$ cat src/sv/triangle_tile_coverage_rasterizer_core_macros.svh
// Assertion helpers for the triangle tile coverage rasterizer core.
`ifndef TRIANGLE_TILE_COVERAGE_RASTERIZER_CORE_MACROS_SVH
`define TRIANGLE_TILE_COVERAGE_RASTERIZER_CORE_MACROS_SVH

`ifndef SYNTHESIS
`define TTCR_ASSERT(lbl, clk, rst_n, prop, msg) \
  lbl: assert property (@(posedge clk) disable iff (!rst_n) prop) else $error(msg);
`define TTCR_ASSERT_NR(lbl, clk, prop, msg) \
  lbl: assert property (@(posedge clk) prop) else $error(msg);
`else
`define TTCR_ASSERT(lbl, clk, rst_n, prop, msg)
`define TTCR_ASSERT_NR(lbl, clk, prop, msg)
`endif

`endif

$ cat src/sv/ttcr_pkg.sv
package ttcr_pkg;

  localparam int unsigned TILE_SIZE_DEF = 16;
  localparam int unsigned SUB_BITS      = 4;
  localparam int unsigned EW            = 48;
  localparam int unsigned SW            = 24;
  localparam int unsigned CW            = 13;
  localparam int unsigned XW            = 14;

  typedef logic signed [EW-1:0] edge_t;
  typedef logic signed [SW-1:0] step_t;

  typedef enum logic [2:0] {
    ST_IDLE,
    ST_SU_BOX,
    ST_SU_EDGE,
    ST_SU_DONE,
    ST_TQ_WT,
    ST_TQ_CLASS,
    ST_TQ_ROWS
  } state_e;

  localparam logic       OP_SETUP = 1'b0;
  localparam logic       OP_TILE  = 1'b1;

  localparam logic [1:0] STAT_ACCEPT = 2'd0;
  localparam logic [1:0] STAT_CULLED = 2'd1;
  localparam logic [1:0] STAT_ZERO   = 2'd2;
  localparam logic [1:0] STAT_EMPTY  = 2'd3;

  localparam logic [1:0] CLS_REJECT  = 2'd0;
  localparam logic [1:0] CLS_FULL    = 2'd1;
  localparam logic [1:0] CLS_PARTIAL = 2'd2;

  localparam logic [1:0] CULL_FRONT = 2'd1;
  localparam logic [1:0] CULL_BACK  = 2'd2;

  localparam logic [2:0] REG_CULL_MODE    = 3'd0;
  localparam logic [2:0] REG_FRONT_IS_CCW = 3'd1;
  localparam logic [2:0] REG_CLIP_MIN_X   = 3'd2;
  localparam logic [2:0] REG_CLIP_MIN_Y   = 3'd3;
  localparam logic [2:0] REG_CLIP_MAX_X   = 3'd4;
  localparam logic [2:0] REG_CLIP_MAX_Y   = 3'd5;

  typedef struct packed {
    logic load;
    logic step;
  } cell_ctrl_t;

  typedef struct packed {
    logic [15:0] coverage_mask;
    logic [11:0] tile_left_x;
    logic [11:0] pixel_row;
    logic [1:0]  tile_class;
    logic [8:0]  tiles_down;
    logic [8:0]  tiles_across;
    logic [1:0]  setup_status;
  } result_t;

endpackage

$ cat src/sv/ttcr_cell.sv
module ttcr_cell #(
  parameter int unsigned IDX = 0
) (
  input  logic                 clk_i,
  input  ttcr_pkg::cell_ctrl_t ctrl_i,
  input  ttcr_pkg::edge_t      base_i  [3],
  input  ttcr_pkg::step_t      stepx_i [3],
  input  ttcr_pkg::step_t      stepy_i [3],
  output logic                 covered_o
);

  localparam logic signed [5:0] IDX_S = 6'(IDX);

  ttcr_pkg::edge_t w_q [3];

  always_ff @(posedge clk_i) begin
    for (int e = 0; e < 3; e++) begin
      if (ctrl_i.load) begin
        w_q[e] <= base_i[e] + ttcr_pkg::EW'(stepx_i[e] * IDX_S);
      end else if (ctrl_i.step) begin
        w_q[e] <= w_q[e] + ttcr_pkg::EW'(stepy_i[e]);
      end
    end
  end

  assign covered_o = !w_q[0][ttcr_pkg::EW-1] && !w_q[1][ttcr_pkg::EW-1]
                  && !w_q[2][ttcr_pkg::EW-1];

endmodule

$ cat config.mk
export PLATFORM = sky130hd
export DESIGN_NAME = ttcr_cell
export DESIGN_NICKNAME = d
export VERILOG_FILES = /design/src/sv/triangle_tile_coverage_rasterizer_core_macros.svh /design/src/sv/ttcr_pkg.sv /design/src/sv/ttcr_cell.sv
export SDC_FILE = /design/constraint.sdc
export NUM_CORES = 1
export LEC_CHECK = 0
export BUFFER_PORTS_ARGS = -buffer_cell sky130_fd_sc_hd__buf_2
export CELL_PAD_IN_SITES_DETAIL_PLACEMENT = 0
export CELL_PAD_IN_SITES_GLOBAL_PLACEMENT = 1
export CORE_MARGIN = 4
export CORE_UTILIZATION = 45
export DETAILED_ROUTE_END_ITERATION = 7
export GPL_TIMING_DRIVEN = 0
export PLACE_DENSITY = 0.91
export SETUP_SLACK_MARGIN = 0.2
export SLEW_MARGIN = 25
export SYNTH_ARGS = -nofsm -noshare
export SYNTH_HDL_FRONTEND = slang
export SYNTH_SLANG_ARGS = --single-unit
export TNS_END_PERCENT = 30
$ cat constraint.sdc
create_clock -name clk_i -period 7.9 [get_ports clk_i]
set_input_delay 0.79 -clock clk_i [delete_from_list [all_inputs] [get_ports clk_i]]
set_output_delay 0.79 -clock clk_i [all_outputs]
set_load 0.005 [all_outputs]
# Word-level counts from Yosys, hierarchy flattened
# Memories as Yosys holds them, arrays and structs flattened.
# Index checks and enable logic that the tools add are counted.
# W data, S select, Z words.
classes:
  add_sub_neg: 3
  muxes: 8
  bitwise_logic: 3
  n_reduce_logical: 5
op_table:
  columns: ["cell", "n"]
  rows:
  - ["$add A48 B24 Y48", 3]
  - ["$mux W48", 3]
  - ["$mux W1", 5]
  - ["$logic_not A1 Y1", 3]
  - ["$or A1 B1 Y1", 3]
  - ["$logic_and A1 B1 Y1", 2]
word_totals:
  ff_bits: 0
  mem_bits_rw: 144
  out_inout_bits: 1
  word_cells: 20
  n_memories: 1
memory_table:
  columns: ["memory", "words", "word_bits", "rd", "rd_clocked_by_memory_dff", "write_ports", "line_no", "source"]
  rows:
  - ["w_q", 3, 48, 3, 0, 3, "ttcr_cell.sv:14", "ttcr_pkg::edge_t w_q [3];"]

# Depth between registers and ports, before layout
depth:
  word_depth: 4
  depth_mapped: 14
  depth_no_buf: 14

# Worst setup path before layout
# OpenSTA, ideal clock, no wires.
synth_path:
  path_type: "input -> register"
  from: "in stepy_i[0] (netlist name)"
  to: "mem w_q[2][44] (netlist name), data pin"
  setup_time_ps: 259
  t_arrival_ps: 3496
  t_required_ps: 7641
  setup_slack_ps: 4145
  cell_stages: 14
  path_buffers: 0
  cell_sequence: "ha_1 inv_1 fa_1 nor2b_1 o21ai_0 a21o_1 a31oi_1 o21ai_1 o31ai_2 a21o_1 a41oi_1 o31ai_1 nor4_1 a211o_1"
synth_lines:
  columns: ["element", "line_no", "source"]
  rows:
  - ["from (decl)", "ttcr_cell.sv:8", "input ttcr_pkg::step_t stepy_i [3],"]
  - ["to (decl)", "ttcr_cell.sv:14", null]

==> flow_summary.json <==
{
  "outcome": "finished clean",
  "cts_resized": 0,
  "grt-ovfl-total": 0,
  "drive_gt1_frac": 0.164,
  "die_y_um": 180,
  "gp_congestion": 0.922,
  "tritoncts": "yes",
  "irDropWorstVdd_mv": 0.135,
  "worst_pin_slew_ns": 0.874,
  "synthFlopType": "edfxtp_1",
  "cts_hold_buf": 0,
  "min_period_over_period": 0.533,
  "final_common_cell": "nand2_1",
  "grt_pass1_vias": 12000,
  "fmax_ghz": 0.237,
  "post-route-drc-count": 0,
  "synthSimpleGateAreaFrac": 0.148,
  "power_frac_comb": 0.417,
  "skew_ns": 0.0142,
  "die_area_mm2": 0.0324,
  "ant_nets": 0,
  "area_delta_synth_final_pct": 16.8,
  "top_usage_layer": "met2",
  "cts_max_level": 4,
  "syn_nets": 1971,
  "rsz0062_at_grt": "no",
  "setup_ws_ns": 3.69,
  "worstSkewPairLatency_ns": 0.43,
  "cts_root_buf": "clkbuf_16",
  "hold_class": "flop to flop",
  "worstPathMaxFanout": 5,
  "clkTransAtPathRegs_ns": 0.06,
  "fin_crit_ns": 4.21,
  "sw_frac_of_total": 0.370,
  "gr-usage-all-layers": 0.226,
  "num-fill-cells": 2727,
  "fp.dieW_um": 180,
  "postCtsSetupBuffers": 0,
  "p_clk_frac": 0.266,
  "cts_sinks": 144,
  "core_mm2": 0.0289,
  "maxCapViolations": 0,
  "total_power_mw": 3.15,
  "synth_top_family_by_area": "compound AO/OA/AOI/OAI gates",
  "initial_core_util": 0.460,
  "cp_data_arrival_time_ns": 4.38,
  "p_leak_nw": 7.01,
  "wire_per_inst_um": 17.8,
  "p_int_mw": 1.99,
  "wl_mm": 38.7,
  "drt_iter0_drc": 931,
  "grt_start_max_net_pins": 47,
  "synthMuxAreaShare": 0.00169,
  "finalHoldViolations": 0,
  "ys_warn_count": 0,
  "ys_types": 76,
  "crit_required_ns": 8.07,
  "endpoint_kind": "flop",
  "met3_usage": 0.0315,
  "synthArstFlopShare": 0,
  "slowest_delay_ns": 0.48,
  "synth_fa_ha_area_frac": 0.137,
  "path_cells": "buf_2 -> ha_1 -> inv_1 -> fa_1 -> nor2b_1 -> o21ai_0 -> a21o_1 -> a31oi_1 -> o21ai_1 -> o31ai_2 -> a21o_1 -> a41oi_1 -> o31ai_1 -> nor4_1 -> a211o_1",
  "antenna_found_initial": 4,
  "syn_inst": 1536,
  "crit_path_frequent_cell": "a21o_1",
  "boundaryPins": 292,
  "critPathKind": "primary input to flop",
  "grt_use_met1": 0.312,
  "vias": 12400,
  "maxSlewViolCount": 0,
  "dp_hpwl_mm": 30.0,
  "finalSetupViolCount": 0,
  "slew_headroom": 0.417,
  "powerDensity_mw_per_mm2": 202,
  "layout_common_cells": "nand2_1, buf_2, o21ai_0",
  "met2_usage": 0.376,
  "cts_buffers": 17,
  "rrSetupSlack_ns": 3.86,
  "grt_pass1_wl_mm": 60.7,
  "dp.cells": 2142,
  "cp-start-kind": "primary input",
  "p_switching_mw": 1.17,
  "firstDrtPassIters": 5,
  "largest-register": "w_q",
  "fin_hold_ws_ns": 0.624,
  "largest_reg_flops": 144,
  "synth_edf_count": 144,
  "instances_no_fill": 2177,
  "port_buffers": 219,
  "slowest_stage": "o31ai_1",
  "tns_ns": 0,
  "clock_path_buffers": 2,
  "place_ws_ns": 3.31,
  "yosysSeqAreaShare": 0.325,
  "reg_top3": "w_q (144)",
  "p_seq_frac": 0.317,
  "syn_area_mm2": 0.0133,
  "nNetsFinal": 2212,
  "syn_area_per_cell_um2": 8.67,
  "rows": 62,
  "synth_xor_area_frac": 0.0841,
  "via_per_inst": 5.69,
  "synth_compound_area_frac": 0.275,
  "ys_ff_latch": 144
}
## final timing paths
path | startpoint | to | depth (start not counted)
min | w_q[0][0] | w_q[0][0] | 3
min reg2reg | w_q[0][0] | w_q[0][0] | 3
max reg2reg | w_q[2][0] | w_q[2][44] | 14
max | stepy_i[0] | w_q[2][44] | 15
## power groups by stage
| stage | logic (mW) | registers [mW] | clock network (mW) |
|---|---|---|---|
| floorplan | 0.983 | 1.00 | 0 |
| global placement | 1.27 | 1.01 | 0 |
| detailed placement | 1.29 | 1.01 | 0 |
| CTS | 1.30 | 0.999 | 0.851 |
| global route | 1.46 | 1.01 | 0.885 |
| finish | 1.31 | 0.998 | 0.838 |
## metal layers
metal,part of all wire,up-vias
met5,0.00034,-
met4,0.018,2
met3,0.050,47
met2,0.46,329
met1,0.47,5774
li1,-,6232
## synth_stat cells, types with 25 or more instances
cell type  instances  area, um^2
clkbuf_1          50         188
ha_1             141        1760
a21o_1            91         683
nand4_1           25         156
o21ai_0          185         926
inv_1             39         146
edfxtp_1         144        4320
a21oi_1          148         741
nor2_1            57         214
xnor2_1           79         692
nand2_1          246         923
xor2_1            49         429
o21bai_1          27         203
## critical path, delay by kind of cell
kind,cells,cell delay [ns]
compound gates,9,2.67
fa+ha+maj,2,0.57
buf+inv,2,0.16
simple gates,2,0.21
## cell families after synthesis
| family | Yosys count |
|---|---|
| buf+inv | 95 |
| flops | 144 |
| simple gates | 438 |
| mux | 2 |
| fa+ha+maj | 144 |
| xor+xnor | 128 |
| compound gates | 585 |
## stage by stage
stage / instance area [um^2] / utilization
5_1_grt: 15600 / 0.538
3_5_place_dp: 15000 / 0.517
2_1_floorplan: 13300 / -
4_1_cts: 15600 / 0.538
6_report: 15600 / 0.538
3_3_place_gp: 14900 / 0.515
## layout make-up
type / instances / area (um^2) / share of cell area
multi-input combinational: 1297 / 8610 / 0.553
sequential: 144 / 4320 / 0.278
timing repair buffer: 222 / 1160 / 0.0748
tap: 384 / 480 / 0.0309
clock buffer: 17 / 425 / 0.0273
buffer: 56 / 246 / 0.0158
clock inverter: 15 / 160 / 0.0103
inverter: 39 / 146 / 0.00941
antenna: 3 / 7.51 / 0.000482
Power figures use the tool's default switching activity.
